### config.mk
export PLATFORM = sky130hd
export DESIGN_NAME = key_debounce_press_classifier_core
export DESIGN_NICKNAME = d
export VERILOG_FILES = /design/src/rtl/kdpc_pkg.sv /design/src/rtl/kdpc_key.sv /design/src/rtl/key_debounce_press_classifier_core.sv
export SDC_FILE = /design/constraint.sdc
export NUM_CORES = 1
export LEC_CHECK = 0
export BUFFER_PORTS_ARGS = -buffer_cell sky130_fd_sc_hd__clkbuf_2
export CAP_MARGIN = 20
export CORE_MARGIN = 5
export CORE_UTILIZATION = 50
export DETAILED_ROUTE_END_ITERATION = 8
export GPL_TIMING_DRIVEN = 0
export PLACE_DENSITY_LB_ADDON = 0.25
export SYNTH_ARGS = -nofsm -noshare
export SYNTH_HDL_FRONTEND = slang
export SYNTH_SLANG_ARGS = --single-unit
### constraint.sdc
create_clock -name clk -period 3.8 [get_ports clk]
set_input_delay 0.19 -clock clk [delete_from_list [all_inputs] [get_ports clk]]
set_output_delay 0.19 -clock clk [all_outputs]
set_load 0.02 [all_outputs]
### src/rtl/kdpc_pkg.sv
package kdpc_pkg;

    // Keys visible in the transaction fields; keys beyond read as released
    localparam int FIELD_KEYS   = 3;
    localparam int NUM_KEYS_DEF = 3;

    localparam int HOLD_W  = 8;
    localparam int VALUE_W = 16;
    localparam int CFG_W   = 16;
    localparam int CFG_IDX_W = 3;

    localparam logic [HOLD_W-1:0]  HOLD_MAX          = '1;
    localparam logic [7:0]         LONG_HOLD_RST     = 8'd30;
    localparam logic [7:0]         SHORT_LIMIT_RST   = 8'd40;
    localparam logic [7:0]         STEP_SIZE_RST     = 8'd5;
    localparam logic [VALUE_W-1:0] MAX_VALUE_RST     = 16'd180;

    localparam logic [CFG_IDX_W-1:0] CFG_LONG_HOLD   = 3'd0;
    localparam logic [CFG_IDX_W-1:0] CFG_SHORT_LIMIT = 3'd1;
    localparam logic [CFG_IDX_W-1:0] CFG_STEP_SIZE   = 3'd2;
    localparam logic [CFG_IDX_W-1:0] CFG_MAX_VALUE   = 3'd3;

    localparam logic MODE_TICK = 1'b0;
    localparam logic MODE_POLL = 1'b1;

    typedef enum logic [1:0] {
        PH_IDLE = 2'd0,
        PH_CAND = 2'd1,
        PH_HELD = 2'd2
    } phase_t;

    typedef struct packed {
        logic                  mode;
        logic [FIELD_KEYS-1:0] key_levels;
        logic [VALUE_W-1:0]    value_in;
    } in_item_t;

    typedef struct packed {
        logic [VALUE_W-1:0]    value_out;
        logic                  confirm;
        logic [FIELD_KEYS-1:0] short_flags;
        logic [FIELD_KEYS-1:0] long_flags;
    } out_item_t;

    // Per-key control from the top level for one transaction
    typedef struct packed {
        logic tick;
        logic released;
        logic consume;
    } key_ctrl_t;

    // Per-key flags: current long flag and the flags after this transaction
    typedef struct packed {
        logic long_pending;
        logic short_next;
        logic long_next;
    } key_stat_t;

endpackage

### src/rtl/kdpc_key.sv
module kdpc_key (
    input  logic               clk,
    input  logic               rst_n,
    input  logic               en,
    input  kdpc_pkg::key_ctrl_t ctrl,
    input  logic [7:0]         long_hold,
    input  logic [7:0]         short_limit,
    output kdpc_pkg::key_stat_t stat
);
    import kdpc_pkg::*;

    phase_t            phase_reg;
    phase_t            phase_next;
    logic [HOLD_W-1:0] hold_reg;
    logic [HOLD_W-1:0] hold_next;
    logic [HOLD_W-1:0] hold_inc;
    logic              long_reg;
    logic              long_next;
    logic              short_reg;
    logic              short_next;

    // Next phase
    always_comb
    begin
        phase_next = phase_reg;
        if (ctrl.tick)
        begin
            unique case (phase_reg)
                PH_CAND: phase_next = ctrl.released ? PH_IDLE : PH_HELD;
                PH_HELD: phase_next = ctrl.released ? PH_IDLE : PH_HELD;
                default: phase_next = ctrl.released ? PH_IDLE : PH_CAND;
            endcase
        end
    end

    // Hold count and flags
    always_comb
    begin
        hold_inc   = (hold_reg == HOLD_MAX) ? HOLD_MAX : hold_reg + HOLD_W'(1);
        hold_next  = hold_reg;
        long_next  = long_reg;
        short_next = short_reg;
        if (ctrl.tick && phase_reg == PH_HELD)
        begin
            if (ctrl.released)
            begin
                if (hold_reg < short_limit)
                    short_next = 1'b1;
                hold_next = '0;
            end
            else if (hold_inc > long_hold)
            begin
                long_next = 1'b1;
                hold_next = '0;
            end
            else
            begin
                hold_next = hold_inc;
            end
        end
        if (ctrl.consume)
            long_next = 1'b0;
    end

    always_ff @(posedge clk or negedge rst_n)
    begin
        if (!rst_n)
        begin
            phase_reg <= PH_IDLE;
            hold_reg  <= '0;
            long_reg  <= 1'b0;
            short_reg <= 1'b0;
        end
        else if (en)
        begin
            phase_reg <= phase_next;
            hold_reg  <= hold_next;
            long_reg  <= long_next;
            short_reg <= short_next;
        end
    end

    assign stat.long_pending = long_reg;
    assign stat.short_next   = short_next;
    assign stat.long_next    = long_next;

endmodule

### src/rtl/key_debounce_press_classifier_core.sv
// Debounces up to NUM_KEYS active-low keys and classifies short and long presses.
// Each input transaction is either a tick (mode 0) that samples key_levels, or a
// poll (mode 1) that consumes one pending long flag in priority order: key 0
// raises confirm, key 1 steps value_in down (floor 0), key 2 steps it up (ceiling
// max_value). Every transaction yields exactly one result transaction. The block
// takes one transaction per clock while the skid register is empty; each result is
// registered in the result or skid register. Per-key state updates at acceptance,
// and a two-entry output buffer (result register plus skid register) lets input
// continue while the output is stalled until the skid fills; in_ready depends only
// on the skid register. The user writes cfg_we/cfg_index/cfg_data only while no
// transaction is in flight (unchecked); writes to indexes beyond 3 are dropped.
module key_debounce_press_classifier_core #(
    parameter int NUM_KEYS = kdpc_pkg::NUM_KEYS_DEF
) (
    input  logic                           clk,
    input  logic                           rst_n,
    input  logic                           in_valid,
    output logic                           in_ready,
    input  kdpc_pkg::in_item_t             in_data,
    output logic                           out_valid,
    input  logic                           out_ready,
    output kdpc_pkg::out_item_t            out_data,
    input  logic                           cfg_we,
    input  logic [kdpc_pkg::CFG_IDX_W-1:0] cfg_index,
    input  logic [kdpc_pkg::CFG_W-1:0]     cfg_data
);
    import kdpc_pkg::*;

    // Configuration registers
    logic [7:0]         long_hold_reg;
    logic [7:0]         short_limit_reg;
    logic [7:0]         step_size_reg;
    logic [VALUE_W-1:0] max_value_reg;

    always_ff @(posedge clk or negedge rst_n)
    begin
        if (!rst_n)
        begin
            long_hold_reg   <= LONG_HOLD_RST;
            short_limit_reg <= SHORT_LIMIT_RST;
            step_size_reg   <= STEP_SIZE_RST;
            max_value_reg   <= MAX_VALUE_RST;
        end
        else if (cfg_we)
        begin
            unique case (cfg_index)
                CFG_LONG_HOLD:   long_hold_reg   <= cfg_data[7:0];
                CFG_SHORT_LIMIT: short_limit_reg <= cfg_data[7:0];
                CFG_STEP_SIZE:   step_size_reg   <= cfg_data[7:0];
                CFG_MAX_VALUE:   max_value_reg   <= cfg_data;
                default: ;
            endcase
        end
    end

    logic accept;
    logic is_tick;
    logic is_poll;

    assign accept  = in_valid && in_ready;
    assign is_tick = (in_data.mode == MODE_TICK);
    assign is_poll = (in_data.mode == MODE_POLL);

    // Per-key debouncers
    key_ctrl_t             key_ctrl [NUM_KEYS];
    key_stat_t             key_stat [NUM_KEYS];
    logic [FIELD_KEYS-1:0] long_now;
    logic [FIELD_KEYS-1:0] long_after;
    logic [FIELD_KEYS-1:0] short_after;
    logic [FIELD_KEYS-1:0] consume;

    // Consume one long flag per poll, key 0 first
    assign consume[0] = is_poll && long_now[0];
    assign consume[1] = is_poll && !long_now[0] && long_now[1];
    assign consume[2] = is_poll && !long_now[0] && !long_now[1] && long_now[2];

    for (genvar k = 0; k < NUM_KEYS; k++)
    begin : g_key
        if (k < FIELD_KEYS)
        begin : g_seen
            assign key_ctrl[k].released = in_data.key_levels[k];
            assign key_ctrl[k].consume  = consume[k];
        end
        else
        begin : g_unseen
            // Keys past the field never see a press and never get consumed
            assign key_ctrl[k].released = 1'b1;
            assign key_ctrl[k].consume  = 1'b0;
        end
        assign key_ctrl[k].tick = is_tick;

        kdpc_key u_key (
            .clk         (clk),
            .rst_n       (rst_n),
            .en          (accept),
            .ctrl        (key_ctrl[k]),
            .long_hold   (long_hold_reg),
            .short_limit (short_limit_reg),
            .stat        (key_stat[k])
        );
    end

    for (genvar j = 0; j < FIELD_KEYS; j++)
    begin : g_flag
        if (j < NUM_KEYS)
        begin : g_present
            assign long_now[j]    = key_stat[j].long_pending;
            assign long_after[j]  = key_stat[j].long_next;
            assign short_after[j] = key_stat[j].short_next;
        end
        else
        begin : g_absent
            assign long_now[j]    = 1'b0;
            assign long_after[j]  = 1'b0;
            assign short_after[j] = 1'b0;
        end
    end

    // Value adjustment
    logic [VALUE_W:0]   sum_up;
    logic [VALUE_W-1:0] value_down;
    logic [VALUE_W-1:0] value_up;
    out_item_t          result;

    assign sum_up     = {1'b0, in_data.value_in} + (VALUE_W+1)'(step_size_reg);
    assign value_down = (in_data.value_in >= VALUE_W'(step_size_reg))
                      ? in_data.value_in - VALUE_W'(step_size_reg) : '0;
    assign value_up   = (sum_up <= {1'b0, max_value_reg}) ? sum_up[VALUE_W-1:0]
                                                          : max_value_reg;

    always_comb
    begin
        result.value_out   = in_data.value_in;
        result.confirm     = consume[0];
        result.short_flags = short_after;
        result.long_flags  = long_after;
        priority if (consume[1])
            result.value_out = value_down;
        else if (consume[2])
            result.value_out = value_up;
        else
            result.value_out = in_data.value_in;
    end

    // Output buffer: result register plus skid register
    logic      out_valid_reg;
    out_item_t out_data_reg;
    logic      skid_valid_reg;
    out_item_t skid_data_reg;
    logic      out_free;

    assign out_free = out_ready || !out_valid_reg;
    assign in_ready = !skid_valid_reg;

    always_ff @(posedge clk or negedge rst_n)
    begin
        if (!rst_n)
        begin
            out_valid_reg  <= 1'b0;
            skid_valid_reg <= 1'b0;
        end
        else if (out_free)
        begin
            // Drain the skid first; input is held off while it is full
            out_valid_reg  <= skid_valid_reg || accept;
            skid_valid_reg <= 1'b0;
        end
        else if (accept)
        begin
            skid_valid_reg <= 1'b1;
        end
    end

    always_ff @(posedge clk)
    begin
        if (out_free)
        begin
            if (skid_valid_reg)
                out_data_reg <= skid_data_reg;
            else if (accept)
                out_data_reg <= result;
        end
        else if (accept)
        begin
            skid_data_reg <= result;
        end
    end

    assign out_valid = out_valid_reg;
    assign out_data  = out_data_reg;

`ifndef SYNTH
    a_skid_implies_out: assert property (@(posedge clk) disable iff (!rst_n)
        skid_valid_reg |-> out_valid_reg)
        else $error("skid register holds a result while the result register is empty");

    a_one_consume: assert property (@(posedge clk) disable iff (!rst_n)
        accept |-> $onehot0(consume))
        else $error("poll consumed more than one long flag");

    a_confirm_clears: assert property (@(posedge clk) disable iff (!rst_n)
        out_valid_reg |-> !(out_data_reg.confirm && out_data_reg.long_flags[0]))
        else $error("confirm reported while key 0 long flag still pending");
`endif

endmodule
==> results of run 1 <==
routing by layer:
| metal | vias to the layer above | global-route usage [%] | part of all wire [%] |
|---|---|---|---|
| met3 | 72 | 5.35 | 8.0 |
| met2 | 380 | 37.5 | 45 |
| met5 | - | 0 | 0 |
| met1 | 3700 | 35.1 | 44 |
| met4 | 0 | 8.31 | 3.0 |
| li1 | 3608 | - | - |
cell type report:
class                   count  area [sq um]
fillers                  1275          5740
multi-input cells         664          5190
flip-flops and latches    124          3350
repair buffers            142          1040
clock buffers              18           429
well taps                 220           275
inverters                  58           220
plain buffers              35           201
clock inverters            14           191
synthesized netlist by cell type (18+ instances only):
cell	number
nor2_1	52
o31ai_1	18
edfxtp_1	46
dfrtp_1	66
xnor2_1	25
clkbuf_1	19
a22o_1	24
nor3_1	24
nand2_1	91
mux2_2	24
ha_1	83
o21ai_0	57
a21oi_1	43
inv_1	58
timing repair:
| item | in CTS | in global routing |
|---|---|---|
| cloned | 3 | 0 |
| endpoints found under the hold margin | 26 | 0 |
| pin swaps | 33 | 41 |
| hold buffers | 10 | 0 |
| resized for setup | 57 | 50 |
| setup buffers | 55 | 14 |
| endpoints found under the setup margin | 32 | 33 |
cell usage in the layout (no fill, tap or decap), types with 17 or more instances in the layout:
| cell | Yosys | routed |
|---|---|---|
| a21oi_1 | 43 | 41 |
| a22o_1 | 24 | 24 |
| buf_4 | 2 | 49 |
| buf_6 | 3 | 21 |
| clkbuf_1 | 19 | 20 |
| clkbuf_16 | 0 | 17 |
| clkbuf_2 | 0 | 63 |
| dfrtp_1 | 66 | 66 |
| edfxtp_1 | 46 | 46 |
| ha_1 | 83 | 77 |
| inv_1 | 58 | 53 |
| mux2_2 | 24 | 23 |
| nand2_1 | 91 | 90 |
| nor2_1 | 52 | 47 |
| nor3_1 | 24 | 19 |
| o21ai_0 | 57 | 46 |
| xnor2_1 | 25 | 23 |
report_power, final:
group	total [mW]	internal (mW)	switching, mW
combinational	2.20	0.994	1.21
sequential	1.76	1.63	0.137
clock	1.74	1.10	0.643
per-stage QoR:
| step | util, % | worst slack, ns | instances | hold WS [ns] |
|---|---|---|---|---|
| 2_1_floorplan | - | -0.103 | 882 | -0.106 |
| 3_3_place_gp | 55.0 | -0.948 | 1166 | 0.423 |
| 3_5_place_dp | 55.4 | -0.892 | 1169 | 0.182 |
| 4_1_cts | 63.9 | -0.407 | 1267 | 0.00475 |
| 5_1_grt | 65.5 | -0.884 | 1275 | 0.0131 |
| 6_report | 65.5 | -0.773 | 1275 | 0.0162 |
logic make-up (layout without fill, tap and decap cells):
group | after synthesis | after routing | synth area share, %
and+or+nand+nor | 285 | 285 | 17.2
AOI/OAI and AO/OA | 238 | 239 | 19.5
DFF | 124 | 124 | 39.5
buffers and inverters | 95 | 267 | 4.75
adders and majority gates | 85 | 85 | 12.7
xor gates and xnor gates | 31 | 31 | 3.20
muxes | 24 | 24 | 3.18
how the worst max path moves through the flow:
stage,start,endpoint,slack (ns),cells after the start
floorplan,step_size_reg[2],skid_data_reg[22],-0.10,17
global placement,step_size_reg[1],out_data[21],-0.95,16
detailed placement,step_size_reg[1],out_data[21],-0.89,16
CTS,step_size_reg[2],skid_data_reg[22],-0.41,15
global route,step_size_reg[2],skid_data_reg[21],-0.88,18
finish,step_size_reg[2],skid_data_reg[21],-0.77,18
worst max-delay path: stages (launching register included):
cell and delay (ns):
dfstp_2 0.54, inv_2 0.05, ha_4 0.22, nand2b_1 0.12, o211ai_1 0.14, buf_4 0.18
a2111oi_4 0.46, o2111a_2 0.29, xnor2_2 0.07, ha_1 0.33, nand4_1 0.25, nor3_2 0.35
nand2_2 0.16, a31oi_4 0.36, buf_6 0.17, nor4b_2 0.05, a311oi_2 0.32, buf_4 0.17
o22ai_1 0.06
==> results.json, run 1 <==
{
  "layout.nets": 1171,
  "ys_warn_count": 0,
  "worstPathArrival_ns": 4.73,
  "final_area_sq_um": 10900,
  "timing.critical_path.to_type": "register",
  "drtPass1Iterations": 5,
  "grt_antenna_before_repair": 0,
  "num_antenna_cells": 0,
  "vias_per_cell": 6.09,
  "hp-start": "in_data[18]",
  "die_h_microns": 140,
  "clkSlewWorstSetupHoldPaths_ns": 0.06,
  "drc_errors": 0,
  "syn_area_per_cell_sq_um": 9.62,
  "grt_pass1_vias": 7230,
  "p_total_mw": 5.71,
  "vias": 7760,
  "core_sq_um": 16600,
  "avgRoutedWirePerCell_microns": 19.6,
  "finalCritPeriodShare_pct": 120,
  "synth.area.top_cells": "dfrtp_1, edfxtp_1, ha_1",
  "hold_viol_final": 0,
  "fp.dieW_microns": 140,
  "cts_sinks": 124,
  "synth-seq-cells": 124,
  "cts_tree": "built",
  "tns_ns": -20.50,
  "numCtsBuffers": 17,
  "drive_above_1_share_pct": 28.5,
  "worst_slew_margin_rel_pct": 34.4,
  "htree_levels": 4,
  "r2r-start": "step_size_reg[2]",
  "syn_area_sq_um": 8490,
  "clock-skew-final_ns": 0.00844,
  "initialDrtViolationCount": 770,
  "ys_seq_area_share_pct": 39.5,
  "wl_mm": 24.9,
  "min_to": "g_key[2].u_key.phase_reg[1]",
  "initial_core_util_pct": 51.0,
  "syn_to_final_growth_pct": 28.5,
  "clk_path_buf_depth": 2,
  "status": "finished with violations",
  "grt_pass1_wl_mm": 38.6,
  "setup_viol": 32,
  "grt.overflow.total": 0,
  "start_kind": "register",
  "grt_max_degree": 54,
  "rows": 47,
  "min_path_type": "in2reg",
  "period_needed_ns": 4.57,
  "synth_top_area_share_pct": 19.5,
  "r2r-end": "skid_data_reg[21]",
  "postRouteAntennaNets": 0,
  "violations": "setup timing",
  "setup_ws_ns": -0.773,
  "drv_cap": 0,
  "ir_drop_v": 0.000339,
  "cts-root-buf": "clkbuf_16",
  "worst_pin_slew_ns": 0.971,
  "async_reset_ff_share_pct": 62.9,
  "pwr_density_cell_nw_per_um2": 523,
  "synth_nets": 1011,
  "regToRegSetupSlack_ns": -0.77,
  "synth-edff-count": 46,
  "holdPathStages": 2,
  "synth_ff_type": "dfrtp_1",
  "p_leak_nw": 4.77,
  "critPathRequiredTime_ns": 3.96,
  "place_congestion": 0.916,
  "ioPinCount": 69,
  "syn_inst": 882,
  "worstSetupPathType": "reg2reg",
  "dpl_cell_area_sq_um": 9210,
  "clk_latency_ns": 0.43,
  "maxSlewViolCount": 0,
  "dieArea_sq_um": 19700,
  "dp_hpwl_mm": 16.6,
  "worst-r2r-cell-count": 18,
  "cp_max_fo": 7,
  "synth_area_leader_cell": "dfrtp_1",
  "io_buffers": 64,
  "fmax_mhz": 219,
  "rsz0062_at_grt": "true",
  "grtUsageTotal_pct": 24.7,
  "largest_reg_flops": 24,
  "ys_types": 74
}
(Power assumes the default switching activity.)
==> run 2: changes to the inputs <==
--- a/config.mk
+++ b/config.mk
@@ -12,6 +12,7 @@
 export DETAILED_ROUTE_END_ITERATION = 8
 export GPL_TIMING_DRIVEN = 0
 export PLACE_DENSITY_LB_ADDON = 0.25
+export RECOVER_POWER = 25
 export SYNTH_ARGS = -nofsm -noshare
 export SYNTH_HDL_FRONTEND = slang
 export SYNTH_SLANG_ARGS = --single-unit
==> run 2 against run 1 <==
Net effect: the run ends with capacitance limit, slew limit, setup timing left; highest routed layer unchanged; largest cell class unchanged; register-to-register slack better by 0.03 ns; cell count unchanged; non-clock buffer count unchanged; maximum frequency up 0.70%.
==> results.json, run 2 (synthesized netlist as in run 1, its figures left out) <==
{
  "setup_viol": 32,
  "core_sq_um": 16600,
  "start_kind": "register",
  "period_needed_ns": 4.54,
  "initial_core_util_pct": 51.0,
  "critPathSlowestCell": "dfstp_2",
  "seq_power_share_pct": 30.9,
  "dieArea_sq_um": 19700,
  "p_comb_share_pct": 38.5,
  "drc_errors": 0,
  "finalCritPeriodShare_pct": 119,
  "p_leak_nw": 4.76,
  "layout.nets": 1171,
  "max_stage_delay_ns": 0.54,
  "place_inst": 1169,
  "tns_ns": -19.85,
  "worst_slew_margin_rel_pct": -1.15,
  "layout.cells.non_filler": 1275,
  "min_path_type": "in2reg",
  "place_congestion": 0.916,
  "rsz0062_at_grt": "true",
  "cts-root-buf": "clkbuf_16",
  "drv_cap": 1,
  "cts_tree": "built",
  "path_cells": "inv_2 -> ha_4 -> nand2b_1 -> o211ai_1 -> buf_4 -> a2111oi_4 -> o2111a_2 -> xnor2_2 -> ha_1 -> nand4_1 -> nor3_2 -> nand2_2 -> a31oi_4 -> buf_6 -> nor4b_2 -> a311oi_2 -> buf_4 -> o22ai_1",
  "final_common_cell": "nand2_1",
  "crit_top_cell": "buf_4",
  "vias_per_cell": 6.06,
  "hold_viol_final": 0,
  "fp.dieW_microns": 140,
  "wl_mm": 25.0,
  "clk_path_buf_depth": 2,
  "pwr-share-clk_pct": 30.6,
  "pwr_density_cell_nw_per_um2": 525,
  "postRouteAntennaNets": 0,
  "clkSlewWorstSetupHoldPaths_ns": 0.07,
  "grt_antenna_before_repair": 0,
  "worstSetupPathType": "reg2reg",
  "regToRegSetupSlack_ns": -0.74,
  "clock-skew-final_ns": 0.00935,
  "maxSlewViolCount": 27,
  "critPathRequiredTime_ns": 3.96,
  "grt_pass1_vias": 7230,
  "io_buffers": 64,
  "avgRoutedWirePerCell_microns": 19.6,
  "swShare_pct": 34.9,
  "cts_sinks": 124,
  "htree_levels": 4,
  "grt.overflow.total": 0,
  "initialDrtViolationCount": 773,
  "status": "finished with violations",
  "switching_power_mw": 1.99,
  "fin_util_pct": 65.3,
  "die_h_microns": 140,
  "ir_drop_v": 0.000341,
  "largest_reg_flops": 24,
  "grt_max_degree": 54,
  "mostFrequentLayoutCells": "nand2_1, ha_1, dfrtp_1",
  "rows": 47,
  "vias": 7726,
  "drive_above_1_share_pct": 28.3,
  "internal-power_mw": 3.72,
  "num_antenna_cells": 0,
  "violations": "capacitance limit, slew limit, setup timing",
  "timing.critical_path.to_type": "register",
  "worstPathArrival_ns": 4.70,
  "fmax_mhz": 220,
  "syn_to_final_growth_pct": 28.1,
  "dp_hpwl_mm": 16.6,
  "numCtsBuffers": 17,
  "clk_latency_ns": 0.43,
  "grtUsageTotal_pct": 24.7,
  "cp_max_fo": 7,
  "pre_cts_ws_ns": -0.892,
  "worst_pin_slew_ns": 1.52,
  "grt_pass1_wl_mm": 38.6,
  "drtPass1Iterations": 6,
  "ioPinCount": 69,
  "holdWs_ns": 0.0128,
  "setup_ws_ns": -0.741
}
-- run 2: area by class of cell --
class	count	area [sq um]
inverters	58	220
flip-flops and latches	124	3350
plain buffers	35	201
multi-input cells	664	5190
well taps	220	275
repair buffers	142	1010
fillers	1279	5770
clock buffers	18	429
clock inverters	14	191
-- run 2: power by group through the flow --
stage	clock network, mW	logic, mW	registers [mW]
after floorplan	0	1.17	1.77
after global placement	0	1.59	1.77
after detailed placement	0	1.64	1.78
after CTS	1.75	2.00	1.76
after global routing	1.82	2.38	1.79
final	1.75	2.20	1.76
-- run 2: timing repair --
action / 4_1_cts / 5_1_grt
resized for setup: 57 / 50
cloned: 3 / 0
endpoints found under the hold margin: 26 / 0
buffers inserted: 55 / 14
setup endpoints to repair: 32 / 33
pin swaps: 33 / 41
hold buffers: 10 / 0
-- run 2: stage by stage --
step / area, sq um / power [mW]
after global routing: 10900 / 5.99
after CTS: 10600 / 5.51
after floorplan: 8550 / 2.94
after global placement: 9150 / 3.36
final: 10900 / 5.71
after detailed placement: 9210 / 3.41
-- run 2: path summary, 6_finish.rpt --
kind	endpoint	startpoint	cells past startpoint
min reg2reg	g_key[0].u_key.short_reg	g_key[0].u_key.short_reg	1
max in group asynchronous	g_key[0].u_key.phase_reg[0]	rst_n	3
min	g_key[2].u_key.phase_reg[1]	in_data[18]	2
min in group asynchronous	max_value_reg[13]	rst_n	2
max reg2reg	skid_data_reg[21]	step_size_reg[2]	18
max	skid_data_reg[21]	step_size_reg[2]	18
-- run 2: worst max-delay path, delay by kind of cell, from the launching register on --
family          cells  cell delay, ns
buf+inv             4            0.56
fa+ha+maj           2            0.55
flops               1            0.54
xor+xnor            1            0.07
simple gates        5            0.92
compound gates      6            1.62
-- run 2: per-layer routing --
| layer | vias to the layer above | wire length [microns] | track usage, % |
|---|---|---|---|
| met3 | 72 | 2070 | 5.35 |
| met5 | - | 0 | 0 |
| met1 | 3679 | 11000 | 35.1 |
| met4 | 0 | 747 | 8.31 |
| li1 | 3604 | - | - |
| met2 | 371 | 11200 | 37.5 |
